File: src/hdl/pidc_pkg.sv
`timescale 1ns / 1ps
// ----------------------------------------------------------------------------
// pidc_pkg
// Shared types and constants of the positional / incremental PID core.
// ----------------------------------------------------------------------------
package pidc_pkg;

   // Gains are signed Q-format words of fixed width
   localparam int GAIN_WIDTH = 16;
   // Drive is always saturated to this width
   localparam int OUT_WIDTH  = 32;

   // Control register map
   localparam int CSR_INDEX_WIDTH = 3;
   localparam logic [CSR_INDEX_WIDTH-1:0] CSR_SETPOINT    = 3'd0;
   localparam logic [CSR_INDEX_WIDTH-1:0] CSR_GAIN_P      = 3'd1;
   localparam logic [CSR_INDEX_WIDTH-1:0] CSR_GAIN_I      = 3'd2;
   localparam logic [CSR_INDEX_WIDTH-1:0] CSR_GAIN_D      = 3'd3;
   localparam logic [CSR_INDEX_WIDTH-1:0] CSR_FORM_SELECT = 3'd4;

   // Output form codes
   localparam logic FORM_INCREMENTAL = 1'b0;
   localparam logic FORM_POSITIONAL  = 1'b1;

   // Per-stage control carried alongside the datapath
   typedef struct packed {
      logic valid;
      logic sat;
   } stage_ctl_type;

endpackage

File: src/hdl/pidc_error.sv
`timescale 1ns / 1ps
// ----------------------------------------------------------------------------
// pidc_error
// Error stage: forms the error, updates error history and the saturating
// error sum, and selects the operands of the three multipliers.
// ----------------------------------------------------------------------------
module pidc_error #(
   parameter int DATA_WIDTH = 16,
   parameter int SUM_WIDTH  = 32,
   parameter int OPI_WIDTH  = 33
) (
   input  logic                          clock,
   input  logic                          reset,
   input  logic                          advance,
   input  pidc_pkg::stage_ctl_type       ctl_in,
   input  logic signed [DATA_WIDTH-1:0]  meas,
   input  logic signed [DATA_WIDTH-1:0]  setpoint,
   input  logic                          form_select,
   output pidc_pkg::stage_ctl_type       ctl_ff,
   output logic signed [DATA_WIDTH:0]    op_p_ff,
   output logic signed [OPI_WIDTH-1:0]   op_i_ff,
   output logic signed [DATA_WIDTH+1:0]  op_d_ff
);
   import pidc_pkg::*;

   localparam int XW = ((SUM_WIDTH > DATA_WIDTH + 1) ? SUM_WIDTH : DATA_WIDTH + 1) + 1;
   localparam logic signed [XW-1:0] SUM_HI = {{(XW-SUM_WIDTH+1){1'b0}}, {(SUM_WIDTH-1){1'b1}}};
   localparam logic signed [XW-1:0] SUM_LO = {{(XW-SUM_WIDTH+1){1'b1}}, {(SUM_WIDTH-1){1'b0}}};

   logic signed [DATA_WIDTH:0]   err_last_ff, err_last_in;
   logic signed [DATA_WIDTH:0]   err_prev_ff, err_prev_in;
   logic signed [SUM_WIDTH-1:0]  sum_ff, sum_in;
   logic signed [DATA_WIDTH:0]   err;
   logic signed [DATA_WIDTH+1:0] err_diff;
   logic signed [XW-1:0]         sum_wide;
   logic signed [SUM_WIDTH-1:0]  sum_clip;
   logic                         sum_hit;
   logic                         positional;
   pidc_pkg::stage_ctl_type      ctl_in_next;
   logic signed [OPI_WIDTH-1:0]  op_i_in;
   logic signed [DATA_WIDTH+1:0] op_d_in;

   assign positional = (form_select == FORM_POSITIONAL);

   // Error and its first difference; both always fit without clipping
   assign err      = $signed({setpoint[DATA_WIDTH-1], setpoint})
                   - $signed({meas[DATA_WIDTH-1], meas});
   assign err_diff = $signed({err[DATA_WIDTH], err})
                   - $signed({err_last_ff[DATA_WIDTH], err_last_ff});

   // Saturating error sum
   assign sum_wide = $signed({{(XW-SUM_WIDTH){sum_ff[SUM_WIDTH-1]}}, sum_ff})
                   + $signed({{(XW-DATA_WIDTH-1){err[DATA_WIDTH]}}, err});
   always_comb begin
      sum_hit  = 1'b0;
      sum_clip = sum_wide[SUM_WIDTH-1:0];
      if (sum_wide > SUM_HI) begin
         sum_hit  = 1'b1;
         sum_clip = SUM_HI[SUM_WIDTH-1:0];
      end else if (sum_wide < SUM_LO) begin
         sum_hit  = 1'b1;
         sum_clip = SUM_LO[SUM_WIDTH-1:0];
      end
   end

   // History update and multiplier operand select
   always_comb begin
      err_last_in = err_last_ff;
      err_prev_in = err_prev_ff;
      sum_in      = sum_ff;
      ctl_in_next = ctl_in;
      if (positional) begin
         op_i_in = $signed({{(OPI_WIDTH-SUM_WIDTH){sum_clip[SUM_WIDTH-1]}}, sum_clip});
         op_d_in = err_diff;
         ctl_in_next.sat = sum_hit;
      end else begin
         op_i_in = -$signed({{(OPI_WIDTH-DATA_WIDTH-1){err_last_ff[DATA_WIDTH]}},
                             err_last_ff});
         op_d_in = $signed({err_prev_ff[DATA_WIDTH], err_prev_ff});
         ctl_in_next.sat = 1'b0;
      end
      if (ctl_in.valid) begin
         err_last_in = err;
         if (positional) begin
            sum_in = sum_clip;
         end else begin
            err_prev_in = err_last_ff;
         end
      end
   end

   // Controller state
   always_ff @(posedge clock) begin
      if (reset) begin
         err_last_ff <= '0;
         err_prev_ff <= '0;
         sum_ff      <= '0;
      end else if (advance) begin
         err_last_ff <= err_last_in;
         err_prev_ff <= err_prev_in;
         sum_ff      <= sum_in;
      end
   end

   // Stage register
   always_ff @(posedge clock) begin
      if (reset) begin
         ctl_ff <= '0;
      end else if (advance) begin
         ctl_ff <= ctl_in_next;
      end
   end

   always_ff @(posedge clock) begin
      if (advance) begin
         op_p_ff <= err;
         op_i_ff <= op_i_in;
         op_d_ff <= op_d_in;
      end
   end

endmodule

File: src/hdl/pidc_mac.sv
`timescale 1ns / 1ps
// ----------------------------------------------------------------------------
// pidc_mac
// Multiply, accumulate and output stages: three gain products, their sum,
// fraction removal with floor rounding and saturation to the drive width.
// ----------------------------------------------------------------------------
module pidc_mac #(
   parameter int DATA_WIDTH = 16,
   parameter int OPI_WIDTH  = 33,
   parameter int FRAC_BITS  = 8
) (
   input  logic                                 clock,
   input  logic                                 reset,
   input  logic                                 advance,
   input  pidc_pkg::stage_ctl_type              ctl_in,
   input  logic signed [DATA_WIDTH:0]           op_p,
   input  logic signed [OPI_WIDTH-1:0]          op_i,
   input  logic signed [DATA_WIDTH+1:0]         op_d,
   input  logic signed [pidc_pkg::GAIN_WIDTH-1:0] gain_p,
   input  logic signed [pidc_pkg::GAIN_WIDTH-1:0] gain_i,
   input  logic signed [pidc_pkg::GAIN_WIDTH-1:0] gain_d,
   output logic                                 out_valid,
   output logic signed [pidc_pkg::OUT_WIDTH-1:0] out_drive,
   output logic                                 out_sat
);
   import pidc_pkg::*;

   localparam int PW_P = GAIN_WIDTH + DATA_WIDTH + 1;
   localparam int PW_I = GAIN_WIDTH + OPI_WIDTH;
   localparam int PW_D = GAIN_WIDTH + DATA_WIDTH + 2;
   localparam int AW   = PW_I + 2;
   localparam logic signed [AW-1:0] OUT_HI = {{(AW-OUT_WIDTH+1){1'b0}}, {(OUT_WIDTH-1){1'b1}}};
   localparam logic signed [AW-1:0] OUT_LO = {{(AW-OUT_WIDTH+1){1'b1}}, {(OUT_WIDTH-1){1'b0}}};

   pidc_pkg::stage_ctl_type  mul_ctl_ff, acc_ctl_ff;
   logic signed [PW_P-1:0]   prod_p_ff;
   logic signed [PW_I-1:0]   prod_i_ff;
   logic signed [PW_D-1:0]   prod_d_ff;
   logic signed [AW-1:0]     acc_in, acc_ff;
   logic signed [AW-1:0]     acc_shift;
   logic signed [OUT_WIDTH-1:0] drive_in, drive_ff;
   logic                     hit_in, valid_ff, sat_ff;

   // Three independent products
   always_ff @(posedge clock) begin
      if (advance) begin
         prod_p_ff <= PW_P'(gain_p) * PW_P'(op_p);
         prod_i_ff <= PW_I'(gain_i) * PW_I'(op_i);
         prod_d_ff <= PW_D'(gain_d) * PW_D'(op_d);
      end
   end

   // Sum of products
   assign acc_in = $signed({{(AW-PW_P){prod_p_ff[PW_P-1]}}, prod_p_ff})
                 + $signed({{(AW-PW_I){prod_i_ff[PW_I-1]}}, prod_i_ff})
                 + $signed({{(AW-PW_D){prod_d_ff[PW_D-1]}}, prod_d_ff});

   always_ff @(posedge clock) begin
      if (advance) begin
         acc_ff <= acc_in;
      end
   end

   // Drop fraction bits (floor) and saturate
   assign acc_shift = acc_ff >>> FRAC_BITS;
   always_comb begin
      hit_in   = 1'b0;
      drive_in = acc_shift[OUT_WIDTH-1:0];
      if (acc_shift > OUT_HI) begin
         hit_in   = 1'b1;
         drive_in = OUT_HI[OUT_WIDTH-1:0];
      end else if (acc_shift < OUT_LO) begin
         hit_in   = 1'b1;
         drive_in = OUT_LO[OUT_WIDTH-1:0];
      end
   end

   always_ff @(posedge clock) begin
      if (advance) begin
         drive_ff <= drive_in;
         sat_ff   <= hit_in | acc_ctl_ff.sat;
      end
   end

   // Stage control
   always_ff @(posedge clock) begin
      if (reset) begin
         mul_ctl_ff <= '0;
         acc_ctl_ff <= '0;
         valid_ff   <= 1'b0;
      end else if (advance) begin
         mul_ctl_ff <= ctl_in;
         acc_ctl_ff <= mul_ctl_ff;
         valid_ff   <= acc_ctl_ff.valid;
      end
   end

   assign out_valid = valid_ff;
   assign out_drive = drive_ff;
   assign out_sat   = sat_ff;

endmodule

File: src/hdl/pid_controller_inc_pos_core.sv
`timescale 1ns / 1ps
// ----------------------------------------------------------------------------
// pid_controller_inc_pos_core
// PID controller with positional or incremental output form, Q8.8 gains.
// ----------------------------------------------------------------------------
// Takes one measurement per item and returns one saturated drive value per
// item, in item order. A new item is accepted every clock cycle unless the
// pipeline is held; a result passes the input register, error stage,
// multiply, accumulate and output register. The only loop-carried path is
// the error stage, where the error history and saturating error sum are
// updated, so throughput is one item per cycle while not held. The whole
// pipeline holds while rsp_tvalid is high and rsp_tready is low, and
// req_tready is low in exactly those cycles. Control registers are to be
// written only while no item is in flight; the block itself does not enforce
// this. csr_ready is always high.
module pid_controller_inc_pos_core #(
   parameter int DATA_WIDTH = 16,
   parameter int FRAC_BITS  = 8,
   parameter int SUM_WIDTH  = 32
) (
   input  logic                                         clock,
   input  logic                                         reset,
   // request: [DATA_WIDTH-1:0] measurement, zero padded to bytes
   input  logic                                         req_tvalid,
   output logic                                         req_tready,
   input  logic [((DATA_WIDTH + 7) / 8) * 8 - 1:0]      req_tdata,
   // response tdata: [31:0] drive
   output logic                                         rsp_tvalid,
   input  logic                                         rsp_tready,
   output logic [pidc_pkg::OUT_WIDTH-1:0]               rsp_tdata,
   // response tuser: [0] saturated
   output logic                                         rsp_tuser,
   // control register writes
   input  logic                                         csr_valid,
   output logic                                         csr_ready,
   input  logic [pidc_pkg::CSR_INDEX_WIDTH-1:0]         csr_index,
   input  logic [((DATA_WIDTH > 16) ? DATA_WIDTH : 16) - 1:0] csr_data
);
   import pidc_pkg::*;

   localparam int OPI_WIDTH = ((SUM_WIDTH > DATA_WIDTH + 2) ? SUM_WIDTH : DATA_WIDTH + 2) + 1;

   logic signed [DATA_WIDTH-1:0] setpoint_ff;
   logic signed [GAIN_WIDTH-1:0] gain_p_ff, gain_i_ff, gain_d_ff;
   logic                         form_ff;
   logic signed [DATA_WIDTH-1:0] meas_ff;
   pidc_pkg::stage_ctl_type      in_ctl_ff, err_ctl;
   logic                         advance;
   logic signed [DATA_WIDTH:0]   op_p;
   logic signed [OPI_WIDTH-1:0]  op_i;
   logic signed [DATA_WIDTH+1:0] op_d;
   logic signed [OUT_WIDTH-1:0]  drive;

   // Pipeline moves whenever the output register is free or being drained
   assign advance    = !rsp_tvalid || rsp_tready;
   assign req_tready = advance;
   assign csr_ready  = 1'b1;

   // Control registers
   always_ff @(posedge clock) begin
      if (reset) begin
         setpoint_ff <= '0;
         gain_p_ff   <= '0;
         gain_i_ff   <= '0;
         gain_d_ff   <= '0;
         form_ff     <= FORM_POSITIONAL;
      end else if (csr_valid) begin
         unique case (csr_index)
            CSR_SETPOINT:    setpoint_ff <= csr_data[DATA_WIDTH-1:0];
            CSR_GAIN_P:      gain_p_ff   <= csr_data[GAIN_WIDTH-1:0];
            CSR_GAIN_I:      gain_i_ff   <= csr_data[GAIN_WIDTH-1:0];
            CSR_GAIN_D:      gain_d_ff   <= csr_data[GAIN_WIDTH-1:0];
            CSR_FORM_SELECT: form_ff     <= csr_data[0];
            default: ;
         endcase
      end
   end

   // Input register
   always_ff @(posedge clock) begin
      if (reset) begin
         in_ctl_ff <= '0;
      end else if (advance) begin
         in_ctl_ff.valid <= req_tvalid;
         in_ctl_ff.sat   <= 1'b0;
      end
   end

   always_ff @(posedge clock) begin
      if (advance) begin
         meas_ff <= req_tdata[DATA_WIDTH-1:0];
      end
   end

   pidc_error #(
      .DATA_WIDTH (DATA_WIDTH),
      .SUM_WIDTH  (SUM_WIDTH),
      .OPI_WIDTH  (OPI_WIDTH)
   ) u_error (
      .clock       (clock),
      .reset       (reset),
      .advance     (advance),
      .ctl_in      (in_ctl_ff),
      .meas        (meas_ff),
      .setpoint    (setpoint_ff),
      .form_select (form_ff),
      .ctl_ff      (err_ctl),
      .op_p_ff     (op_p),
      .op_i_ff     (op_i),
      .op_d_ff     (op_d)
   );

   pidc_mac #(
      .DATA_WIDTH (DATA_WIDTH),
      .OPI_WIDTH  (OPI_WIDTH),
      .FRAC_BITS  (FRAC_BITS)
   ) u_mac (
      .clock     (clock),
      .reset     (reset),
      .advance   (advance),
      .ctl_in    (err_ctl),
      .op_p      (op_p),
      .op_i      (op_i),
      .op_d      (op_d),
      .gain_p    (gain_p_ff),
      .gain_i    (gain_i_ff),
      .gain_d    (gain_d_ff),
      .out_valid (rsp_tvalid),
      .out_drive (drive),
      .out_sat   (rsp_tuser)
   );

   assign rsp_tdata = drive;

endmodule

File: config.mk
export PLATFORM = sky130hd
export DESIGN_NAME = pid_controller_inc_pos_core
export DESIGN_NICKNAME = d
export VERILOG_FILES = /design/src/hdl/pidc_pkg.sv /design/src/hdl/pidc_error.sv /design/src/hdl/pidc_mac.sv /design/src/hdl/pid_controller_inc_pos_core.sv
export SDC_FILE = /design/constraint.sdc
export NUM_CORES = 2
export LEC_CHECK = 0
export BUFFER_PORTS_ARGS = -buffer_cell sky130_fd_sc_hd__buf_2
export CAP_MARGIN = 10
export CORE_MARGIN = 1.5
export CORE_UTILIZATION = 35
export CTS_BUF_LIST = sky130_fd_sc_hd__clkbuf_8
export DETAILED_ROUTE_END_ITERATION = 16
export HOLD_SLACK_MARGIN = 0.1
export MAX_ROUTING_LAYER = met4
export PLACE_DENSITY = 0.49
export SLEW_MARGIN = 0
export SYNTH_ARGS = -nofsm -noshare
export SYNTH_HDL_FRONTEND = slang
export SYNTH_SLANG_ARGS = --single-unit
export TNS_END_PERCENT = 20
File: constraint.sdc
create_clock -name clock -period 8.43 [get_ports clock]
set_clock_uncertainty 0.05 [all_clocks]
set_input_delay 0.4215 -clock clock [delete_from_list [all_inputs] [get_ports clock]]
set_output_delay 0.4215 -clock clock [all_outputs]
set_load 0.01 [all_outputs]
Word level (Yosys, flattened, before mapping)
Index checks and enable logic that the tools add are counted.
{"block": "word_totals", "reg_bits": 423, "inputBits": 40, "out_inout_bits": 36, "wordCells": 66}
{"block": "op_classes", "addsub": 6, "n_mul": 3, "n_lt_le_gt_ge": 4, "eq_ne": 4, "muxes": 10, "bitwise": 2, "n_reduce_logical": 11}
{"cell": "two-way mux 32 bit", "count": 3}
{"cell": "adder 50 x 34 -> 51 bit", "count": 1}
{"cell": "adder 33 x 49 -> 50 bit", "count": 1}
{"cell": "multiplier 16 x 33 -> 49 bit", "count": 1}
{"cell": "greater-than comparator 43 x 32 -> 1 bit, second input constant", "count": 1}
{"cell": "< comparator 43 x 32 -> 1 bit, second input constant", "count": 1}
{"cell": "multiplier 16 x 18 -> 34 bit", "count": 1}
{"cell": "adder 32 x 17 -> 33 bit", "count": 1}
{"cell": "greater-than comparator 33 x 32 -> 1 bit, second input constant", "count": 1}
{"cell": "< comparator 33 x 32 -> 1 bit, second input constant", "count": 1}
{"cell": "multiplier 16 x 17 -> 33 bit", "count": 1}
{"cell": "two-way mux 33 bit", "count": 1}
{"cell": "negator 17 -> 33 bit", "count": 1}
{"cell": "two-way mux 18 bit", "count": 1}
{"cell": "subtractor 17 x 17 -> 18 bit", "count": 1}
{"cell": "subtractor 16 x 16 -> 17 bit", "count": 1}
{"cell": "AND reduction 2 bit", "count": 6}
{"cell": "equality test 3 x 2 -> 1 bit, second input constant", "count": 2}
{"cell": "AND reduction 3 bit", "count": 2}
{"cell": "two-way mux 1 bit", "count": 5}
{"cell": "equality test 3 x 1 -> 1 bit, second input constant", "count": 1}
{"cell": "equality test 3 bit, second input constant", "count": 1}
{"cell": "zero test 3 bit", "count": 1}
{"cell": "zero test 1 bit", "count": 1}
{"cell": "other kinds (3)", "count": 3}

Longest topological paths before layout
{"block": "logic_depth", "ltp_word": 6, "mapped_depth": 26}

Hierarchy
From an unflattened synthesis, not the netlist that was laid out.
{"block": "hier_totals", "cells_unflattened": 6262, "hier_area_um2": 60081.4}
{"mod": "pidc_mac", "n_inst": 1, "cells_each": 5029, "area_per_inst_um2": 48657.9, "seq_area_each_um2": 5865.6}
{"mod": "pidc_error", "n_inst": 1, "cells_each": 918, "area_per_inst_um2": 8465.6, "seq_area_each_um2": 3403.3}
{"mod": "pid_controller_inc_pos_core", "n_inst": 1, "cells_each": 315, "area_per_inst_um2": 2957.8, "seq_area_each_um2": 1801.7}

Worst setup path before layout
No wires, ideal clock.
{"block": "synth_path", "path_kind": "input-to-reg", "from": "input port rsp_tready", "to": "register u_error.sum_ff[2]", "setup_time_ps": 74, "arrival_time_ps": 9111, "required_ps": 8306, "slack_ps": -805, "path_stages": 9, "cell_sequence": "nor2b_1 clkbuf_1 clkinv_1 and3_1 clkbuf_1 nor2_1 clkbuf_1 nand2_1 o21ai_0"}
{"block": "synth_via", "elab_chain_len": 2}
{"item": "start: declaration", "line": "pid_controller_inc_pos_core.sv:29", "text": "input logic rsp_tready,"}
{"item": "logical OR 1 bit", "line": "pid_controller_inc_pos_core.sv:55", "text": "assign advance = !rsp_tvalid || rsp_tready;"}
{"item": "via req_tready", "line": "pid_controller_inc_pos_core.sv:25", "text": "output logic req_tready,"}
{"item": "AND reduction 3 bit (no source line)"}
{"item": "end signal: assignment", "line": "pidc_error.sv:101", "text": "sum_ff <= sum_in;"}
{"item": "end: declaration", "line": "pidc_error.sv:32", "text": "logic signed [SUM_WIDTH-1:0] sum_ff, sum_in;"}
The timed path passes the listed nets, and every way through them passes these cells.
A chain may end at the register's enable or synchronous reset.

Final worst setup path
{"block": "layout_path", "from": "register gain_i_ff[4]", "to": "register u_mac.prod_i_ff[47], data pin"}
{"block": "layout_via", "elab_chain_len": 1}
{"item": "start: declaration", "line": "pid_controller_inc_pos_core.sv:44", "text": "logic signed [GAIN_WIDTH-1:0] gain_p_ff, gain_i_ff, gain_d_ff;"}
{"item": "start signal: assignment", "line": "pid_controller_inc_pos_core.sv:71", "text": "CSR_GAIN_I: gain_i_ff <= csr_data[GAIN_WIDTH-1:0];"}
{"item": "multiplier 16 x 33 -> 49 bit", "line": "pidc_mac.sv:48", "text": "prod_i_ff <= PW_I'(gain_i) * PW_I'(op_i);"}
{"item": "end signal: assignment", "line": "pidc_mac.sv:48"}
{"item": "end: declaration", "line": "pidc_mac.sv:37", "text": "logic signed [PW_I-1:0] prod_i_ff;"}
No other way between the ends.

==> summary.txt <==
CTS
  • CTS Hold Buffers Added: 37
  • CTS clk-pin slew, worst paths: 0.06 ns
  • Clock root buffer: clkbuf_8
  • CTS Sinks: 415
  • CTS buffer count: 80
  • # resized after CTS: 0
  • CTS tree: yes
  • Setup bufs post-CTS: 0
  • H-Tree Depth: 3
  • Clock Latency Late Sink: 0.80 ns
  • CTS max path bufs: 3

Pwr
  • Clock group share of total power: 21.4%
  • Switching share of total power: 43.8%
  • Power per cell area: 161 mW/mm^2
  • Leak: 30.3 nW
  • NetSw: 4.59 mW
  • Comb power frac: 42.3%
  • Int Pwr: 5.89 mW
  • Seq pwr share: 36.3%
  • Max VDD drop: 0.112 mV

Detailed routing
  • Final WL: 170 mm
  • Total number of vias: 42500
  • Detail Route Antenna Nets: 0
  • Met2 wire length: 85.1 mm
  • Drt first-iter violations: 2470
  • DRT met1 WL: 73.7 mm
  • DRT Pass-1 Iters: 6
  • WL/cell: 19.7 um
  • DRC errors left: 0
  • Vias per cell: 4.90
  • Highest Signal Layer: met4
  • Met3 WL: 5.17 mm

Synthesis
  • Synth Cell Area: 0.0597 sq mm
  • Synth top area share: 37.5%
  • Async SR Flop Fraction: 0%
  • Syn. warnings: 0
  • Synth Flop Type: edfxtp_1
  • Yosys cell types: 78
  • Synthesized flop and latch total: 415
  • Part of the Yosys area used for sequential elements: 18.5%
  • Dominant cell type by area after synthesis: fa_1
  • Syn Nets: 7853
  • Mapped Cells: 6294
  • Syn Area/Cell: 9.48 sq um
  • Post-synth EDFFs: 276
  • Largest cells by area after synthesis: fa_1 37%, edfxtp_1 14%, ha_1 8.4%

Die
  • # rows: 151
  • Die area: 0.173 sq mm
  • Die width: 416 um
  • IO Pins: 76
  • Die Y: 416 um
  • Initial Util: 35.3%
  • Core Area: 0.169 sq mm

GRT
  • Pin count of the biggest net entering global routing: 124
  • Vias in the first global route: 46200
  • First-pass GRT wire length: 271 mm
  • Congestion Overflow GR: 0
  • Number of antenna violations at the first check in global routing: 2
  • Total track usage: 21.0%

Place
  • Gpl congestion: 0.889
  • Detailed placement HPWL: 137 mm
  • Port Buffers: 74

Setup path
  • Worst setup EP type: register
  • CP Launch Type: register
  • Worst path arrival time: 8.45 ns
  • Critical path peak fanout: 19
  • CP Data Required Time: 8.85 ns
  • Setup CP Type: reg -> reg

Final layout
  • Final nets: 7938
  • Commonest non-fill, non-tap cell in the layout: inv_1
  • Final Core Density: 38.4%
  • Layout cells sized above 1: 5.76%
  • Layout area overhead: 9.02%
  • Commonest non-fill, non-tap cells in the layout: 1330 x inv_1, 1117 x fa_1, 919 x nand2_1, 423 x and2_1, 402 x ha_1

Status
  • Status: completed

Min path
  • Worst min path class: in -> reg

STA
  • Unrepaired setup endpoints after global routing: no
  • Slew HR: 23.7%
  • # setup viols final: 0
  • Fin. max-slew vios: 0
  • Final hold violations: 0
  • Total negative slack: 0 ns
  • Fmax: 125 MHz
  • Hold WS: 0.187 ns
  • Worst slew pin tran: 1.14 ns
  • Final period utilization: 95.3%
  • Final period demand of the worst path: 8.03 ns

Flow run
  • Max Cap Violations: 0
-- kinds of logic (layout without fill, tap and decap cells) --
group                    Yosys count  count (layout)  synth area share, %
buffers and inverters           1550            1702                 9.78
XOR/XNOR                         209             209                 3.07
flip-flops                       415             415                 18.5
AND/OR/NAND/NOR                 1818            1818                 14.3
multiplexers                      20              20                0.365
adder cells (fa/ha/maj)         1521            1521                 45.9
AO/OA/AOI/OAI                    760             760                 8.05
other                              1               5              0.00628
-- synth_stat cells (4+ instances only) --
| master | number |
|---|---|
| or2_2 | 9 |
| o311ai_0 | 4 |
| a31oi_1 | 16 |
| or3_1 | 10 |
| clkbuf_1 | 221 |
| o21bai_1 | 30 |
| o21a_1 | 36 |
| xnor2_1 | 153 |
| o31ai_1 | 20 |
| or4_1 | 9 |
| and4_1 | 4 |
| mux2i_1 | 6 |
| ha_1 | 402 |
| nor2b_1 | 33 |
| clkinv_1 | 4 |
| a2111oi_0 | 11 |
| o22ai_1 | 6 |
| dfxtp_1 | 139 |
| inv_1 | 1310 |
| nand3_1 | 47 |
| a21oi_1 | 274 |
| nor3_1 | 39 |
| o21ai_0 | 139 |
| fa_1 | 1117 |
| o211ai_1 | 10 |
| mux2_2 | 14 |
| nand2_1 | 919 |
| edfxtp_1 | 276 |
| nor2_1 | 204 |
| a31o_2 | 7 |
| o22a_1 | 11 |
| a21o_1 | 121 |
| and3_1 | 19 |
| a211oi_1 | 28 |
| and2_1 | 423 |
| a21boi_0 | 6 |
| nand2b_1 | 54 |
| buf_1 | 6 |
| nor4_1 | 9 |
| nand3b_1 | 5 |
| buf_2 | 6 |
| nand4_1 | 24 |
| xor2_1 | 56 |
-- power groups by stage --
stage               combinational (mW)  sequential, mW  clock [mW]
floorplan                         3.16            3.24           0
global placement                  4.47            3.83           0
detailed placement                4.48            3.84           0
CTS                               4.52            3.81        2.32
global route                      5.01            3.87        2.40
finish                            4.44            3.81        2.24
-- layout make-up --
class / instances / area, sq um
clock inverter: 56 / 468
multi-input combinational: 4329 / 42800
timing repair buffer: 239 / 1700
inverter: 1314 / 4940
tap: 2218 / 2780
clock buffer: 93 / 1280
antenna: 4 / 10.0
sequential: 415 / 11100
fill: 17200 / 104000
-- state kept, by name, indices dropped and copies added, names as in the netlist, 18 cells and up --
register         count
u_error.op_d_ff     18
u_error.op_i_ff     33
u_error.sum_ff      32
u_mac.acc_ff        43
u_mac.out_drive     32
u_mac.prod_d_ff     34
u_mac.prod_i_ff     49
u_mac.prod_p_ff     33
-- path summary, 6_finish.rpt --
| check | startpoint | to | slack, ns | cells after the start |
|---|---|---|---|---|
| worst max-delay path | gain_i_ff[4] | u_mac.prod_i_ff[47] | 0.40 | 23 |
| worst min-delay path | reset | u_error.err_last_ff[13] | 0.19 | 2 |
| worst max register to register | gain_i_ff[4] | u_mac.prod_i_ff[47] | 0.40 | 23 |
| worst min register to register | u_error.ctl_ff[0] | u_error.ctl_ff[0] | 0.40 | 2 |
-- per-stage QoR --
stage | area (sq um) | total power [mW] | setup WS [ns] | instances
floorplan | 59700 | 6.40 | 1.60 | 6294
global placement | 62900 | 8.30 | 0.474 | 8478
detailed placement | 62900 | 8.32 | 0.477 | 8478
CTS | 65100 | 10.7 | 0.381 | 8664
global route | 65100 | 11.3 | 0.0419 | 8665
finish | 65100 | 10.5 | 0.399 | 8668
-- layer usage --
layer | vias to the layer above | track usage [%]
li1 | 19600 | -
met1 | 21900 | 26.0
met2 | 807 | 35.9
met3 | 236 | 1.69
met4 | 0 | 7.40
met5 | - | -
-- worst max-delay path, stage by stage, from the launching register on --
cell and delay (ns):
dfxtp_1 0.85, buf_4 0.38, nand2_1 0.12, fa_1 0.56
inv_1 0.05, fa_1 0.47, inv_1 0.05, fa_1 0.50
inv_1 0.05, fa_1 0.48, fa_1 0.50, inv_1 0.05
fa_1 0.48, inv_1 0.05, ha_1 0.40, o21ai_0 0.12
o2bb2ai_1 0.16, or4_1 0.42, o211ai_1 0.49, a21oi_1 0.24
o21ai_1 0.38, o21a_1 0.24, mux2i_1 0.08, or4_1 0.51
No activity file was read; power rests on OpenSTA's default activity.
